## src/hw/rtl/sdsd_pkg.sv

```systemverilog
// sdsd_pkg: shared types, codes and pattern tables of the segment display shift driver
// no dependencies; imported by every module of the block
`default_nettype none

package sdsd_pkg;

   // target / shift chain codes
   localparam logic [1:0] OP_DIGITS = 2'd0;
   localparam logic [1:0] OP_ALPHA  = 2'd1;
   localparam logic [1:0] OP_BAR    = 2'd2;

   localparam logic [1:0] DISP_DIGITS = 2'd0;
   localparam logic [1:0] DISP_ALPHA  = 2'd1;
   localparam logic [1:0] DISP_BAR    = 2'd2;

   // pin action codes
   localparam logic ACT_SHIFT = 1'b0;
   localparam logic ACT_LATCH = 1'b1;

   localparam int PAT_W      = 16;
   localparam int SHIFT_CNT_W = 5;
   localparam int MATCH_W    = 7;
   localparam int DIGITS_BITS = 16;
   localparam int ALPHA_BITS  = 12;
   localparam int BAR_STEPS   = 10;

   localparam logic [7:0]         DOT_MASK   = 8'h80;
   localparam logic [MATCH_W-1:0] MATCH_BASE = 7'd101;
   localparam logic [6:0]         PCT_MAX    = 7'd100;

   localparam int QUEUE_DEPTH = 2;
   localparam int QPTR_W      = $clog2(QUEUE_DEPTH);
   localparam int QCNT_W      = $clog2(QUEUE_DEPTH + 1);

   typedef struct packed {
      logic [1:0] operation;
      logic [7:0] value;
      logic       dot_on;
      logic [6:0] brightness;
   } req_type;

   typedef struct packed {
      logic [1:0]         display;
      logic               action;
      logic               data_bit;
      logic               set_brightness;
      logic [MATCH_W-1:0] brightness_match;
      logic               last;
   } rsp_type;

   // one classified update, waiting for the shifter
   typedef struct packed {
      logic [1:0]             display;
      logic [PAT_W-1:0]       pattern;
      logic [SHIFT_CNT_W-1:0] shift_count;
      logic                   double_latch;
      logic                   set_brightness;
      logic [MATCH_W-1:0]     brightness_match;
   } cmd_type;

   function automatic logic [7:0] seg_digit(input logic [3:0] digit);
      logic [7:0] pat;
      case (digit)
         4'd0: pat = 8'h3F;
         4'd1: pat = 8'h30;
         4'd2: pat = 8'h6D;
         4'd3: pat = 8'h79;
         4'd4: pat = 8'h72;
         4'd5: pat = 8'h5B;
         4'd6: pat = 8'h5F;
         4'd7: pat = 8'h31;
         4'd8: pat = 8'h7F;
         4'd9: pat = 8'h7B;
         default: pat = 8'h00;
      endcase
      return pat;
   endfunction

   function automatic logic [11:0] alpha_pat(input logic [7:0] code);
      logic [11:0] pat;
      case (code) inside
         8'h41, 8'h61: pat = 12'h077;
         8'h42:        pat = 12'h639;
         8'h62:        pat = 12'h07C;
         8'h43, 8'h63: pat = 12'h039;
         8'h44:        pat = 12'h08F;
         8'h64:        pat = 12'h05E;
         8'h45, 8'h65: pat = 12'h079;
         8'h46, 8'h66: pat = 12'h071;
         8'h47, 8'h67: pat = 12'h439;
         8'h48:        pat = 12'h076;
         8'h68:        pat = 12'h074;
         8'h49:        pat = 12'h089;
         8'h69:        pat = 12'h080;
         8'h4A:        pat = 12'h01E;
         8'h6A:        pat = 12'h80E;
         8'h4B:        pat = 12'h670;
         8'h6B:        pat = 12'h680;
         8'h4C, 8'h6C: pat = 12'h038;
         8'h4D, 8'h6D: pat = 12'h336;
         8'h4E, 8'h6E: pat = 12'h536;
         8'h4F, 8'h6F: pat = 12'h03F;
         8'h50, 8'h70: pat = 12'h073;
         8'h51, 8'h71: pat = 12'h43F;
         8'h52, 8'h72: pat = 12'h473;
         8'h53, 8'h73: pat = 12'h06D;
         8'h54, 8'h74: pat = 12'h081;
         8'h55, 8'h75: pat = 12'h03E;
         8'h56:        pat = 12'hA30;
         8'h76:        pat = 12'h300;
         8'h57, 8'h77: pat = 12'hC36;
         8'h58, 8'h78: pat = 12'hF00;
         8'h59, 8'h79: pat = 12'h380;
         8'h5A, 8'h7A: pat = 12'hA49;
         8'h30:        pat = 12'h03F;
         8'h31:        pat = 12'h206;
         8'h32:        pat = 12'h05B;
         8'h33:        pat = 12'h04F;
         8'h34:        pat = 12'h066;
         8'h35:        pat = 12'h06D;
         8'h36:        pat = 12'h07D;
         8'h37:        pat = 12'h007;
         8'h38:        pat = 12'h07F;
         8'h39:        pat = 12'h06F;
         default:      pat = 12'h000;
      endcase
      return pat;
   endfunction

endpackage

`default_nettype wire

```

## src/hw/rtl/sdsd_front.sv

```systemverilog
// sdsd_front: accepts display updates and turns each into a shift command
// depends on sdsd_pkg (types, codes, pattern tables)
`default_nettype none

module sdsd_front
   import sdsd_pkg::*;
(
   input  wire logic    start,
   input  wire logic    queue_full,
   input  wire req_type req,
   output logic         busy,
   output logic         push,
   output cmd_type      cmd
);

   logic [15:0] tens_prod;
   logic [4:0]  tens;
   logic [7:0]  tens_x10;
   logic [7:0]  units_wide;
   logic [7:0]  tens_pat;
   logic [7:0]  units_pat;
   logic [3:0]  bar_level;
   logic [BAR_STEPS-1:0] bar_bits;
   logic [6:0]  pct;

   always_comb begin
      // value / 10 via reciprocal, exact for 8-bit inputs
      tens_prod  = 16'(req.value) * 16'd205;
      tens       = tens_prod[15:11];
      tens_x10   = {tens, 3'b000} + {2'b00, tens, 1'b0};
      units_wide = req.value - tens_x10;
      tens_pat   = (tens < 5'd10) ? seg_digit(tens[3:0]) : 8'h00;
      if (req.dot_on) begin
         tens_pat = tens_pat | DOT_MASK;
      end
      units_pat  = seg_digit(units_wide[3:0]);

      bar_level = (req.value > 8'(BAR_STEPS)) ? 4'(BAR_STEPS) : req.value[3:0];
      bar_bits  = BAR_STEPS'((11'd1 << bar_level) - 11'd1);

      pct = (req.brightness > PCT_MAX) ? PCT_MAX : req.brightness;

      busy = queue_full;
      push = start && !queue_full;

      cmd.display          = DISP_DIGITS;
      cmd.pattern          = {tens_pat, units_pat};
      cmd.shift_count      = SHIFT_CNT_W'(DIGITS_BITS);
      cmd.double_latch     = req.dot_on;
      cmd.set_brightness   = 1'b1;
      cmd.brightness_match = MATCH_BASE - pct;

      unique case (req.operation)
         OP_DIGITS: begin
         end
         OP_ALPHA: begin
            cmd.display      = DISP_ALPHA;
            cmd.pattern      = {alpha_pat(req.value), 4'b0000};
            cmd.shift_count  = SHIFT_CNT_W'(ALPHA_BITS);
            cmd.double_latch = 1'b0;
         end
         OP_BAR: begin
            cmd.display          = DISP_BAR;
            cmd.pattern          = {bar_bits, (PAT_W - BAR_STEPS)'(0)};
            cmd.shift_count      = SHIFT_CNT_W'(BAR_STEPS);
            cmd.double_latch     = 1'b0;
            cmd.set_brightness   = 1'b0;
            cmd.brightness_match = '0;
         end
         default: begin
            // unused target: taken but produces nothing
            push = 1'b0;
         end
      endcase
   end

endmodule

`default_nettype wire

```

## src/hw/rtl/sdsd_queue.sv

```systemverilog
// sdsd_queue: short command fifo between the front and the shifter
// depends on sdsd_pkg (cmd_type, queue depth)
`default_nettype none

module sdsd_queue
   import sdsd_pkg::*;
(
   input  wire logic    clock,
   input  wire logic    reset,
   input  wire logic    push,
   input  wire cmd_type push_cmd,
   input  wire logic    pop,
   output cmd_type      head,
   output logic         full,
   output logic         empty
);

   cmd_type             entries_ff [QUEUE_DEPTH];
   logic [QPTR_W-1:0]   wr_ptr_ff, wr_ptr_in;
   logic [QPTR_W-1:0]   rd_ptr_ff, rd_ptr_in;
   logic [QCNT_W-1:0]   count_ff, count_in;

   always_comb begin
      full  = (count_ff == QCNT_W'(QUEUE_DEPTH));
      empty = (count_ff == '0);
      head  = entries_ff[rd_ptr_ff];
      wr_ptr_in = push ? QPTR_W'(wr_ptr_ff + 1'b1) : wr_ptr_ff;
      rd_ptr_in = pop  ? QPTR_W'(rd_ptr_ff + 1'b1) : rd_ptr_ff;
      count_in  = count_ff;
      if (push && !pop) begin
         count_in = count_ff + 1'b1;
      end else if (pop && !push) begin
         count_in = count_ff - 1'b1;
      end
   end

   always_ff @(posedge clock) begin
      if (reset) begin
         wr_ptr_ff <= '0;
         rd_ptr_ff <= '0;
         count_ff  <= '0;
      end else begin
         wr_ptr_ff <= wr_ptr_in;
         rd_ptr_ff <= rd_ptr_in;
         count_ff  <= count_in;
      end
   end

   always_ff @(posedge clock) begin
      if (push) begin
         entries_ff[wr_ptr_ff] <= push_cmd;
      end
   end

endmodule

`default_nettype wire

```

## src/hw/rtl/sdsd_back.sv

```systemverilog
// sdsd_back: shifter that plays one command out as one pin action a cycle
// depends on sdsd_pkg (cmd_type, rsp_type, action codes)
`default_nettype none

module sdsd_back
   import sdsd_pkg::*;
(
   input  wire logic    clock,
   input  wire logic    reset,
   input  wire cmd_type head,
   input  wire logic    empty,
   output logic         pop,
   output logic         rsp_strobe,
   output rsp_type      rsp_data
);

   logic                   active_ff, active_in;
   logic [1:0]             disp_ff, disp_in;
   logic [PAT_W-1:0]       sr_ff, sr_in;
   logic [SHIFT_CNT_W-1:0] shifts_left_ff, shifts_left_in;
   logic [1:0]             latches_left_ff, latches_left_in;
   logic                   first_ff, first_in;
   logic [MATCH_W-1:0]     match_ff, match_in;
   logic                   rsp_strobe_ff, rsp_strobe_in;
   rsp_type                rsp_data_ff, rsp_data_in;
   logic                   shifting;
   logic                   last_now;

   always_comb begin
      shifting = (shifts_left_ff != '0);
      last_now = active_ff && !shifting && (latches_left_ff == 2'd1);
      pop      = (!active_ff || last_now) && !empty;

      rsp_strobe_in                = active_ff;
      rsp_data_in.display          = disp_ff;
      rsp_data_in.action           = shifting ? ACT_SHIFT : ACT_LATCH;
      rsp_data_in.data_bit         = shifting && sr_ff[PAT_W-1];
      rsp_data_in.set_brightness   = first_ff;
      rsp_data_in.brightness_match = first_ff ? match_ff : '0;
      rsp_data_in.last             = last_now;

      active_in       = active_ff;
      disp_in         = disp_ff;
      sr_in           = sr_ff;
      shifts_left_in  = shifts_left_ff;
      latches_left_in = latches_left_ff;
      first_in        = first_ff;
      match_in        = match_ff;

      if (active_ff) begin
         first_in = 1'b0;
         if (shifting) begin
            sr_in          = {sr_ff[PAT_W-2:0], 1'b0};
            shifts_left_in = shifts_left_ff - 1'b1;
         end else begin
            latches_left_in = latches_left_ff - 1'b1;
         end
         if (last_now) begin
            active_in = 1'b0;
         end
      end

      if (pop) begin
         active_in       = 1'b1;
         disp_in         = head.display;
         sr_in           = head.pattern;
         shifts_left_in  = head.shift_count;
         latches_left_in = head.double_latch ? 2'd2 : 2'd1;
         first_in        = head.set_brightness;
         match_in        = head.brightness_match;
      end
   end

   always_ff @(posedge clock) begin
      if (reset) begin
         active_ff     <= 1'b0;
         rsp_strobe_ff <= 1'b0;
      end else begin
         active_ff     <= active_in;
         rsp_strobe_ff <= rsp_strobe_in;
      end
   end

   always_ff @(posedge clock) begin
      disp_ff         <= disp_in;
      sr_ff           <= sr_in;
      shifts_left_ff  <= shifts_left_in;
      latches_left_ff <= latches_left_in;
      first_ff        <= first_in;
      match_ff        <= match_in;
      rsp_data_ff     <= rsp_data_in;
   end

   assign rsp_strobe = rsp_strobe_ff;
   assign rsp_data   = rsp_data_ff;

endmodule

`default_nettype wire

```

## src/hw/rtl/segment_display_shift_driver_core.sv

```systemverilog
// segment_display_shift_driver_core: top level of the segment display shift driver
// depends on sdsd_pkg, sdsd_front, sdsd_queue, sdsd_back
// first pin action (queue empty, idle): queue write, shifter load, then the rsp_ register
// throughput: one pin action per cycle while commands are queued; an item is one shift
//    per pattern bit, then a latch (two for digits with dot); runs follow with no gap
// busy is high only while the two-entry command queue is full; results cannot be stalled
// reset (synchronous) empties the queue and idles the shifter; no result in the cycle after
`default_nettype none

module segment_display_shift_driver_core
   import sdsd_pkg::*;
(
   input  wire logic    clock,
   input  wire logic    reset,
   input  wire logic    start,
   input  wire req_type req_data,
   output logic         busy,
   output logic         rsp_strobe,
   output rsp_type      rsp_data
);

   // front to queue
   logic    push;
   cmd_type push_cmd;
   // queue to shifter
   cmd_type head;
   logic    queue_full;
   logic    queue_empty;
   logic    pop;

   // classify the update: patterns, bit count, latch count, brightness match
   sdsd_front u_front (
      .start      (start),
      .queue_full (queue_full),
      .req        (req_data),
      .busy       (busy),
      .push       (push),
      .cmd        (push_cmd)
   );

   // decouples item intake from the long serial run of the shifter
   sdsd_queue u_queue (
      .clock    (clock),
      .reset    (reset),
      .push     (push),
      .push_cmd (push_cmd),
      .pop      (pop),
      .head     (head),
      .full     (queue_full),
      .empty    (queue_empty)
   );

   // one pin action a cycle while a command runs; loads the next on its last action
   sdsd_back u_back (
      .clock      (clock),
      .reset      (reset),
      .head       (head),
      .empty      (queue_empty),
      .pop        (pop),
      .rsp_strobe (rsp_strobe),
      .rsp_data   (rsp_data)
   );

endmodule

`default_nettype wire

```

## config.mk

```make
export PLATFORM = sky130hd
export DESIGN_NAME = segment_display_shift_driver_core
export DESIGN_NICKNAME = d
export VERILOG_FILES = /design/src/hw/rtl/sdsd_pkg.sv /design/src/hw/rtl/sdsd_front.sv /design/src/hw/rtl/sdsd_queue.sv /design/src/hw/rtl/sdsd_back.sv /design/src/hw/rtl/segment_display_shift_driver_core.sv
export SDC_FILE = /design/constraint.sdc
export NUM_CORES = 1
export LEC_CHECK = 0
export BUFFER_PORTS_ARGS = -buffer_cell sky130_fd_sc_hd__buf_2
export CAP_MARGIN = 0
export CELL_PAD_IN_SITES_DETAIL_PLACEMENT = 1
export CELL_PAD_IN_SITES_GLOBAL_PLACEMENT = 1
export CORE_ASPECT_RATIO = 1.75
export CORE_UTILIZATION = 45
export CTS_CLUSTER_SIZE = 24
export DETAILED_ROUTE_END_ITERATION = 8
export PLACE_DENSITY = 0.8
export SYNTH_ARGS = -nofsm -noshare
export SYNTH_HDL_FRONTEND = slang
export SYNTH_SLANG_ARGS = --single-unit
```

## constraint.sdc

```tcl
create_clock -name clock -period 15.9 [get_ports clock]
set_clock_uncertainty 0.05 [all_clocks]
set_input_delay 3.18 -clock clock [delete_from_list [all_inputs] [get_ports clock]]
set_output_delay 3.18 -clock clock [all_outputs]
set_load 0.005 [all_outputs]
```

==> results of run 1 <==
registers in the layout, indices dropped and copies added, names as in the netlist, named ones only:
name / count
u_back.latches_left_ff: 2
u_back.first_ff: 1
u_queue.wr_ptr_ff: 1
u_back.shifts_left_ff: 5
u_back.rsp_strobe: 1
u_back.disp_ff: 2
u_back.rsp_data: 13
u_back.sr_ff: 16
u_queue.rd_ptr_ff: 1
u_back.active_ff: 1
u_queue.entries_ff: 58
u_back.match_ff: 7
u_queue.count_ff: 2
worst paths after layout:
kind | cells past startpoint | slack (ns) | to | startpoint
setup reg to reg | 11 | 12.73 | u_back.sr_ff[5] | u_back.shifts_left_ff[0]
hold reg to reg | 0 | 0.30 | u_back.rsp_data[11] | u_back.disp_ff[0]
setup / recovery | 21 | 6.76 | u_queue.entries_ff[1][19] | req_data[9]
hold / removal | 0 | 0.30 | u_back.rsp_data[11] | u_back.disp_ff[0]
cell type report:
type / count / area, sq um / share of cell area [%]
Antenna cell: 1 / 2.50 / 0.0292
Multi-Input combinational cell: 614 / 4330 / 50.5
Clock inverter: 6 / 55.1 / 0.642
Tap cell: 227 / 284 / 3.31
Clock buffer: 10 / 250 / 2.92
Sequential cell: 111 / 3130 / 36.5
Inverter: 68 / 255 / 2.98
Timing Repair Buffer: 47 / 265 / 3.09
layout by cell type, fill, tap and decap left out, types with 5 or more instances in the layout:
cell and count:
sky130_fd_sc_hd__a21o_1 6, sky130_fd_sc_hd__a21oi_1 72, sky130_fd_sc_hd__a221oi_1 6, sky130_fd_sc_hd__a31oi_1 9, sky130_fd_sc_hd__and2_1 12, sky130_fd_sc_hd__buf_2 35, sky130_fd_sc_hd__buf_4 12, sky130_fd_sc_hd__clkbuf_16 10
sky130_fd_sc_hd__dfxtp_1 20, sky130_fd_sc_hd__edfxtp_1 91, sky130_fd_sc_hd__fa_1 11, sky130_fd_sc_hd__ha_1 76, sky130_fd_sc_hd__inv_1 67, sky130_fd_sc_hd__mux2_2 9, sky130_fd_sc_hd__mux2i_1 21, sky130_fd_sc_hd__nand2_1 58
sky130_fd_sc_hd__nand2b_1 5, sky130_fd_sc_hd__nand3_1 23, sky130_fd_sc_hd__nor2_1 71, sky130_fd_sc_hd__nor2b_1 5, sky130_fd_sc_hd__nor3_1 24, sky130_fd_sc_hd__o2111ai_1 5, sky130_fd_sc_hd__o211ai_1 10, sky130_fd_sc_hd__o21a_1 11
sky130_fd_sc_hd__o21ai_0 51, sky130_fd_sc_hd__o221ai_1 9, sky130_fd_sc_hd__o22ai_1 14, sky130_fd_sc_hd__or2_2 5, sky130_fd_sc_hd__or3_1 7, sky130_fd_sc_hd__xnor2_1 8, sky130_fd_sc_hd__xor2_1 12
per-layer routing:
metal | vias up | track usage [%] | routed length (microns)
met2 | 255 | 54.1 | 13800
met4 | 0 | 20.8 | 1790
met1 | 3295 | 31.5 | 9120
met3 | 102 | 4.19 | 1190
li1 | 3093 | - | -
met5 | - | 0 | 0
power groups by stage:
| stage | logic [W] | registers [W] | clock network, W |
|---|---|---|---|
| finish | 0.000623 | 0.000495 | 0.000225 |
| global route | 0.000688 | 0.000503 | 0.000239 |
| CTS | 0.000625 | 0.000497 | 0.000230 |
| detailed placement | 0.000617 | 0.000500 | 0 |
| global placement | 0.000566 | 0.000489 | 0 |
| floorplan | 0.000440 | 0.000488 | 0 |
logic make-up (layout without fill, tap and decap cells):
group / after synthesis / after routing / synth area share, %
and+or+nand+nor: 229 / 229 / 13.5
adders and majority gates: 87 / 87 / 14.8
xor gates and xnor gates: 20 / 20 / 2.22
DFF: 111 / 111 / 39.7
AOI/OAI and AO/OA: 247 / 247 / 20.0
buffers and inverters: 112 / 131 / 5.59
muxes: 31 / 31 / 4.13
other: 0 / 1 / 0
worst reg2reg max path: stages (launching register included):
cell                       delay, ns
sky130_fd_sc_hd__edfxtp_1       0.42
sky130_fd_sc_hd__inv_1          0.08
sky130_fd_sc_hd__ha_1           0.20
sky130_fd_sc_hd__nor4b_1        0.37
sky130_fd_sc_hd__buf_4          0.24
sky130_fd_sc_hd__nand3_1        0.13
sky130_fd_sc_hd__nand2_1        0.12
sky130_fd_sc_hd__o21ai_1        0.26
sky130_fd_sc_hd__clkinv_1       0.28
sky130_fd_sc_hd__buf_4          0.44
sky130_fd_sc_hd__nor2_1         0.14
sky130_fd_sc_hd__a21oi_1        0.25
per-stage QoR:
step	cells	util, %	hold WS (ns)	worst slack [ns]
after global routing	1084	50.4	0.315	6.43
after floorplan	837	-	0.273	6.92
final	1084	50.4	0.297	6.76
after detailed placement	1067	48.6	0.297	6.40
after CTS	1083	50.4	0.296	6.76
after global placement	1067	48.6	0.280	6.66
==> implementation parameters, run 1 <==
Parameter                              Value

Floorplan
  Die area    between 15000 and 20000 sq um
  Starting density of the core    46.4%
  Top-Level Pins    36
  Row cnt    between 60 and 70
  Floorplan die width    between 100 and 150 microns
  Area of the core    17000 sq um
  Die Height    177 microns

Placement
  Placed Area    8270 sq um
  Buffers on Ports    35
  HPWL after detailed placement    20000 microns
  Global placer's final weighted congestion    0.943

Yosys
  Syn Area/Cell    9.44 sq um
  Top flip-flop cell by instance count after synthesis    sky130_fd_sc_hd__edfxtp_1
  Area of the mapped netlist    between 7000 and 8000 sq um
  Synth Register Bits    ~110
  Share of synthesized flip-flops with an asynchronous set or reset    0%
  Most frequent cell after synthesis    sky130_fd_sc_hd__edfxtp_1
  Yosys warns    0
  Gate count after technology mapping    around 840
  Area share of the leading cell type in the synthesized netlist    34.6%
  Sequential element share of the synthesized area    slightly below 40%
  Number of enable-type register cells in the synthesized netlist    91
  Commonest cells in the netlist    sky130_fd_sc_hd__edfxtp_1, sky130_fd_sc_hd__ha_1, sky130_fd_sc_hd__a21oi_1
  Synthesized netlist net count    945
  Netlist cell types    68
  Most area-hungry cell type in the Yosys netlist    sky130_fd_sc_hd__edfxtp_1
  Area contributors post-synth    sky130_fd_sc_hd__edfxtp_1, sky130_fd_sc_hd__ha_1, sky130_fd_sc_hd__dfxtp_1

Timing
  Max-Slew Margin vs Limit    roughly a quarter
  Pins over their slew limit    0
  Final Hold Fails    0
  Final setup viols    0
  RSZ-0062 raised after global routing    no
  Crit path time final    9.14 ns
  Least-Margin Pin Slew    1.11 ns
  Max Freq    0.109 GHz
  Final total negative setup slack    0 ns
  Share of the cycle needed by the critical path after routing    57.5%

Setup path
  Data required time of the worst path    approximately 16 ns
  Type of the worst setup path    in -> reg
  Crit path launch type    input port
  Critical path's slowest cell    sky130_fd_sc_hd__fa_1
  Worst Path Arrival    9.18 ns
  Largest fanout on the critical path    13
  Kind of cell adding the most delay to the critical path    adder cells
  Category of the worst setup path capture point    flop
  Cells along the critical path    buf_2 > ha_1 > fa_1 > inv_1 > fa_1 > inv_1 > fa_1 > ha_1 > nor3_1 > or2_2 > a21o_1 > nor2_1 > xor2_1 > ha_1 > or3b_4 > o2111ai_1 > o311ai_0 > or3_1 > a211o_1 > and2_4 > a311o_1
  CP bufs+invs    3
  Slowest stage delay, CP    about 0.56 ns

Clocking
  Clock tree from TritonCTS    built
  Worst skew pair latency    0.34 ns
  Cell at the root of the clock tree    sky130_fd_sc_hd__clkbuf_16
  Post-CTS setup buffers    0
  Maximum count of clock buffers along a single path    2
  Hold-fix buffer count after cts    0
  CTS clock-pin slew for the worst setup and hold paths    roughly 0.07 ns
  Number of buffers added by the clock tree synthesis step    9
  Resized cells post-CTS    0
  CTS HTree Levels    3
  Number of sinks on the clock net    111

Power and ir drop
  Switching portion of total power    40.6%
  Internal power contribution    about 0.00080 W
  Leakage power figure    3.39 nW
  Power per Cell Area    157 nW/um^2
  Sequential fraction of design power    36.9%
  Tot Pwr    around 0.0013 W
  Power dissipated by switching net loads    0.000545 W
  Clock Power Share    16.7%
  Peak ir drop on the vdd network    between 80 and 90 uV
  Logic pwr share    46.4%

Drt
  Vias after detailed routing    6745
  Total wire length    25900 microns
  Via count normalized by instance count    6.22
  DR iter-0 viols    roughly 380
  Wire per inst    23.8 microns
  Post-route DRC violation count    0
  Remaining antenna violation count    0
  Detailed-routing iteration count for the pre-antenna-repair pass    5

Layout
  Layout net count    959
  Area added between synthesis and finish    8.57%
  Share of layout cells above drive strength 1    9.70%
  Layout filler cell count    slightly below 2000
  Cell area after layout    about 8600 sq um

GRT
  Global-route wire length before repair    40400 microns
  GRT Total Usage    between 30% and 40%
  Via count of the first global-routing pass    7289
  Congestion Overflow GR    0
  Largest net degree at the start of global routing    43
  Initial antenna violation count    1

Outcome
  Status    finished clean

Min path
  Hold Crit Class    reg -> reg

Run
  Number of max-cap violations    0
(Power assumes the default switching activity.)
==> inputs of run 2 (changes only) <==
Settings changed: ABC_AREA set to 1, PLACE_DENSITY 0.8 to 0.82.
Clock period 15.9 ns to 9.3 ns, I/O delays scaled along.
==> run 2 against run 1 <==
Area after synthesis fell by 5.3%. Sequential share of layout area up 1.5 points. Routed wire length fell by 23%. Sequential cell count is the same. First-iteration DRC count down 42%. Worst setup slack worse by 4.1 ns. Synthesized cell count increased by 8.0%. Clock power increased by 67%. Core utilization shrank 0.077 points. Die area decreased by 5.2%. Critical path type unchanged. Critical endpoint is now u_queue.entries_ff[0][20].
==> implementation parameters, run 2 <==
Parameter                              Value

Clocking
  Cell at the root of the clock tree    sky130_fd_sc_hd__clkbuf_16
  CTS HTree Levels    3
  Worst skew pair latency    0.35 ns
  Number of buffers added by the clock tree synthesis step    9
  Clock tree from TritonCTS    built
  Post-CTS setup buffers    0
  Maximum count of clock buffers along a single path    2
  CTS clock-pin slew for the worst setup and hold paths    0.08 ns
  Resized cells post-CTS    0
  Number of sinks on the clock net    111
  Hold-fix buffer count after cts    0

Floorplan
  Die Height    173 microns
  Die area    between 15000 and 20000 sq um
  Top-Level Pins    36
  Starting density of the core    45.7%
  Area of the core    between 15000 and 20000 sq um
  Floorplan die width    99.5 microns
  Row cnt    slightly above 60

Run
  Number of max-cap violations    0

Placement
  HPWL after detailed placement    16100 microns
  Buffers on Ports    35
  Placed Area    7940 sq um
  Global placer's final weighted congestion    0.929
  Cell count after placement    approximately 1200

GRT
  Initial antenna violation count    0
  Largest net degree at the start of global routing    47
  Global-route wire length before repair    32400 microns
  Via count of the first global-routing pass    6791
  Congestion Overflow GR    0
  GRT Total Usage    24.5%

Setup path
  Critical path's slowest cell    sky130_fd_sc_hd__fa_1
  Category of the worst setup path capture point    flop
  Worst Path Arrival    6.69 ns
  Data required time of the worst path    9.35 ns
  Slowest stage delay, CP    0.56 ns
  Cell mode on critical path    sky130_fd_sc_hd__inv_1
  Largest fanout on the critical path    9
  Crit path launch type    input port
  Type of the worst setup path    in -> reg
  Cells along the critical path    buf_2 > ha_1 > fa_1 > inv_1 > fa_1 > inv_1 > fa_1 > ha_1 > a21oi_1 > o211ai_2 > a21o_1 > xor2_1 > inv_1 > ha_1 > or2_2 > nand2_1 > nand2_1 > a21oi_1 > o21ai_2 > inv_1 > nand2_1

Drt
  Total wire length    20000 microns
  Wire per inst    17.0 microns
  Vias after detailed routing    6137
  DR iter-0 viols    222
  Detailed-routing iteration count for the pre-antenna-repair pass    4
  Post-route DRC violation count    0
  Remaining antenna violation count    0
  Via count normalized by instance count    5.24

Yosys
  Top flip-flop cell by instance count after synthesis    sky130_fd_sc_hd__edfxtp_1
  Number of enable-type register cells in the synthesized netlist    91
  Area contributors post-synth    sky130_fd_sc_hd__edfxtp_1, sky130_fd_sc_hd__ha_1, sky130_fd_sc_hd__nand2_1
  Netlist cell types    48
  Gate count after technology mapping    904
  Synth Register Bits    111
  Yosys warns    0
  Sequential element share of the synthesized area    41.9%
  Synthesized netlist net count    1012
  Most frequent cell after synthesis    sky130_fd_sc_hd__nand2_1
  Most area-hungry cell type in the Yosys netlist    sky130_fd_sc_hd__edfxtp_1
  Area share of the leading cell type in the synthesized netlist    36.5%
  Area of the mapped netlist    7480 sq um
  Syn Area/Cell    just over 8 sq um
  Share of synthesized flip-flops with an asynchronous set or reset    0%
  Commonest cells in the netlist    sky130_fd_sc_hd__nand2_1, sky130_fd_sc_hd__inv_1, sky130_fd_sc_hd__nor2_1

Layout
  Top register by number of flip-flops    u_queue.entries_ff
  Flip-flop count of the largest register, all copies and words added    a little under 60
  Layout net count    1051
  Commonest cells after routing, fill and taps aside    sky130_fd_sc_hd__nand2_1, sky130_fd_sc_hd__inv_1, sky130_fd_sc_hd__nor2_1, sky130_fd_sc_hd__edfxtp_1, sky130_fd_sc_hd__ha_1
  Diodes inserted    0
  Final std cells w/o fill    1172
  Cell area after layout    8230 sq um
  Commonest non-fill, non-tap cell in the layout    sky130_fd_sc_hd__nand2_1
  Final cell utilization of the core    50.3%
  Share of layout cells above drive strength 1    9.70%
  Area added between synthesis and finish    10.1%

Power and ir drop
  Power per Cell Area    267 nW/um^2
  Peak ir drop on the vdd network    about 150 uV
  Leakage power figure    3.96 nW
  Tot Pwr    0.00220 W

Timing
  Max Freq    0.151 GHz
  Pins over their slew limit    0
  Least-Margin Pin Slew    roughly 1.1 ns
  Final Hold Fails    0
  Final total negative setup slack    0 ns
  Final setup viols    0
  Max-Slew Margin vs Limit    23.5%
  Crit path time final    6.64 ns
  RSZ-0062 raised after global routing    no
  Share of the cycle needed by the critical path after routing    71.4%

Outcome
  Status    finished clean

Min path
  Hold Crit Class    reg -> reg
[run 2: stage by stage]
| stage | hold slack, ns | setup slack, ns |
|---|---|---|
| 2_1_floorplan | 0.273 | 2.90 |
| 3_3_place_gp | 0.277 | 2.40 |
| 3_5_place_dp | 0.287 | 2.25 |
| 4_1_cts | 0.306 | 2.62 |
| 5_1_grt | 0.316 | 2.35 |
| 6_report | 0.301 | 2.66 |
[run 2: final cells by class]
class	instances	area (sq um)
timing repair buffer	40	213
multi-input combinational	640	3780
fill	1989	8140
tap	224	280
inverter	141	529
sequential	111	3130
clock buffer	9	225
clock inverter	7	71.3
[run 2: final timing paths]
check                            from                         to  slack (ns)  cells past startpoint
max                       req_data[9]  u_queue.entries_ff[0][20]        2.66                     21
min                 u_back.disp_ff[1]        u_back.rsp_data[12]        0.30                      0
max reg2reg  u_back.shifts_left_ff[0]            u_back.sr_ff[9]        6.23                     12
min reg2reg         u_back.disp_ff[1]        u_back.rsp_data[12]        0.30                      0
[run 2: cells by family (layout without fill, tap and decap cells)]
logic type | Yosys count | in the layout | share of synthesized area [%]
simple gates | 413 | 413 | 23.0
compound gates | 127 | 127 | 10.0
buf+inv | 153 | 197 | 7.69
fa+ha+maj | 87 | 87 | 15.7
xor+xnor | 13 | 13 | 1.72
flops | 111 | 111 | 41.9
[run 2: layer usage]
metal	vias up	share of wire [%]	track usage [%]
li1	3027	-	-
met1	2933	33	21.6
met2	115	59	49.9
met3	62	1.7	2.63
met4	0	5.8	15.7
met5	-	0	0
[run 2: power by group]
group,total (W),switching [W],internal (W)
combinational,0.000984,0.000655,0.000330
clock,0.000376,0.000186,0.000190
sequential,0.000841,0.0000562,0.000785
total,0.00220,0.000897,0.00130
[run 2: critical path, delay by kind of cell]
| family | cells | cell delay, ns |
|---|---|---|
| adder cells (fa/ha/maj) | 6 | 2.61 |
| AO/OA/AOI/OAI | 5 | 0.80 |
| AND/OR/NAND/NOR | 4 | 0.68 |
| buffers and inverters | 5 | 0.51 |
| XOR/XNOR | 1 | 0.23 |
==> inputs of run 3 (changes only) <==
Settings changed: CORE_UTILIZATION 45 to 43.
Clock period 9.3 ns to 5.4 ns, I/O delays scaled along.
==> run 3 against run 2 <==
Cell count up 4.2%. Clock power up 79%. Non-clock buffer count up 46. Worst hold slack worse by 0.0060 ns. Register-to-register slack worse by 4.0 ns. Sequential share of layout area down 2.1 points. Sequential cell count unchanged. Sequential power up 72%.
==> implementation parameters, run 3 (synthesis gave the netlist of run 2 again) <==
Parameter                              Value

Clocking
  Cell at the root of the clock tree    sky130_fd_sc_hd__clkbuf_16
  Number of sinks on the clock net    111
  Clock tree from TritonCTS    built
  Hold-fix buffer count after cts    0
  CTS clock-pin slew for the worst setup and hold paths    roughly 0.08 ns
  Maximum count of clock buffers along a single path    2
  CTS HTree Levels    3
  Worst skew pair latency    around 0.36 ns
  Number of buffers added by the clock tree synthesis step    9

GRT
  Via count of the first global-routing pass    7082
  Congestion Overflow GR    0
  Largest net degree at the start of global routing    31
  GRT Total Usage    25.6%
  Global-route wire length before repair    34600 microns
  Initial antenna violation count    0

Setup path
  Largest fanout on the critical path    6
  RR Startpoint    u_back.shifts_left_ff[0]
  Crit path launch type    input port
  Critical path's slowest cell    sky130_fd_sc_hd__fa_2
  Worst Path Arrival    between 5 and 6 ns
  Slowest stage delay, CP    0.57 ns
  Data required time of the worst path    about 5.5 ns
  Worst setup startpoint    req_data[10]
  Category of the worst setup path capture point    flop
  Type of the worst setup path    in -> reg

Timing
  Final Hold Fails    0
  Share of the cycle needed by the critical path after routing    a little over nine tenths
  Least-Margin Pin Slew    ~1.1 ns
  Pins over their slew limit    0
  Final total negative setup slack    0 ns
  Max Freq    0.188 GHz
  Final Hold Slack    0.295 ns
  Worst setup margin    about 0.087 ns
  Crit path time final    between 5 and 6 ns
  Max-Slew Margin vs Limit    25.5%
  Final setup viols    0

Drt
  Total wire length    ~22000 microns
  DR iter-0 viols    302
  Via count normalized by instance count    5.28
  Detailed-routing iteration count for the pre-antenna-repair pass    4
  Post-route DRC violation count    0
  Wire per inst    approximately 18 microns
  Vias after detailed routing    6441
  Remaining antenna violation count    0

Layout
  Area added between synthesis and finish    16.4%
  Layout filler cell count    roughly 2100
  Footprint of the flip-flops and latches    3130 sq um
  Commonest non-fill, non-tap cell in the layout    sky130_fd_sc_hd__nand2_1
  Footprint of the multi-input gates    3880 sq um
  Flip-flop count of the largest register, all copies and words added    58
  Top register by number of flip-flops    u_queue.entries_ff
  Share of layout cells above drive strength 1    15.8%
  Layout net count    1097
  Commonest cells after routing, fill and taps aside    sky130_fd_sc_hd__nand2_1, sky130_fd_sc_hd__inv_1, sky130_fd_sc_hd__nor2_1, sky130_fd_sc_hd__edfxtp_1, sky130_fd_sc_hd__ha_1
  Cell area after layout    8710 sq um
  Final std cells w/o fill    1221
  Diodes inserted    0

Floorplan
  Floorplan die width    102 microns
  Die Height    ~180 microns
  Top-Level Pins    36
  Area of the core    roughly 17000 sq um
  Die area    17900 sq um
  Row cnt    63
  Starting density of the core    44.1%

Min path
  Launch point of the worst hold path    u_back.disp_ff[1]
  Hold Crit Class    reg -> reg

Power and ir drop
  Power per Cell Area    475 nW/um^2
  Leakage power figure    4.18 nW
  Peak ir drop on the vdd network    342 uV

Placement
  Buffers on Ports    35
  Worst slack at placement    -0.415 ns
  Global placer's final weighted congestion    approximately 0.9
  Placed Area    between 8000 and 9000 sq um
  Cell count after placement    about 1200
  HPWL after detailed placement    17100 microns

Outcome
  Status    finished clean

Run
  Number of max-cap violations    0
[run 3: cell types whose count changed in the layout (fill, tap and decap cells not counted), moves of 4 or more]
cell | previous run | this run
sky130_fd_sc_hd__a21oi_2 | 1 | 5
sky130_fd_sc_hd__buf_4 | 5 | 51
sky130_fd_sc_hd__ha_1 | 76 | 69
sky130_fd_sc_hd__ha_4 | 0 | 5
sky130_fd_sc_hd__a21oi_1 | 40 | 36
[run 3: layout make-up]
type                       instances  share of cell area (%)
tap                              227                    3.26
clock buffer                      10                    2.87
timing repair buffer              86                    6.51
sequential                       111                    36.0
multi-input combinational        640                    44.6
clock inverter                     6                   0.661
inverter                         141                    6.12
[run 3: path summary, 6_finish.rpt]
kind / to / slack, ns / cells after the start
max: u_queue.entries_ff[0][20] / 0.09 / 26
min: u_back.rsp_data[12] / 0.29 / 0
max reg2reg: u_back.sr_ff[7] / 2.24 / 11
min reg2reg: u_back.rsp_data[12] / 0.29 / 0
[run 3: timing repair]
item,in CTS,in global routing
pin swaps,1,5
setup buffers,0,6
hold endpoints to repair,0,0
gates resized for setup,2,10
endpoints found under the setup margin,2,14
[run 3: metal layers]
metal  up-vias  routed length [microns]  track usage (%)
met5         -                        0                0
met4         0                     1210             15.6
met3        70                      381             2.81
met2       128                    12700             52.1
met1      3119                     7300             22.8
li1       3124                        -                -
[run 3: critical path, delay by kind of cell]
family	cells	cell delay [ns]
and+or+nand+nor	7	0.78
AOI/OAI and AO/OA	4	0.45
xor gates and xnor gates	2	0.32
buffers and inverters	7	0.56
adders and majority gates	6	2.18
[run 3: per-stage QoR]
step	util, %	total power [W]
2_1_floorplan	-	0.00268
3_3_place_gp	49.0	0.00323
3_5_place_dp	49.0	0.00338
4_1_cts	50.9	0.00409
5_1_grt	51.4	0.00445
6_report	51.4	0.00414
[run 3: where the power goes]
| part | leakage [nW] | internal (W) | total, W | switching, W |
|---|---|---|---|---|
| registers | 1.03 | 0.00135 | 0.00145 | 0.0000954 |
| clock network | 0.152 | 0.000352 | 0.000674 | 0.000322 |
| logic | 3.00 | 0.000779 | 0.00202 | 0.00124 |
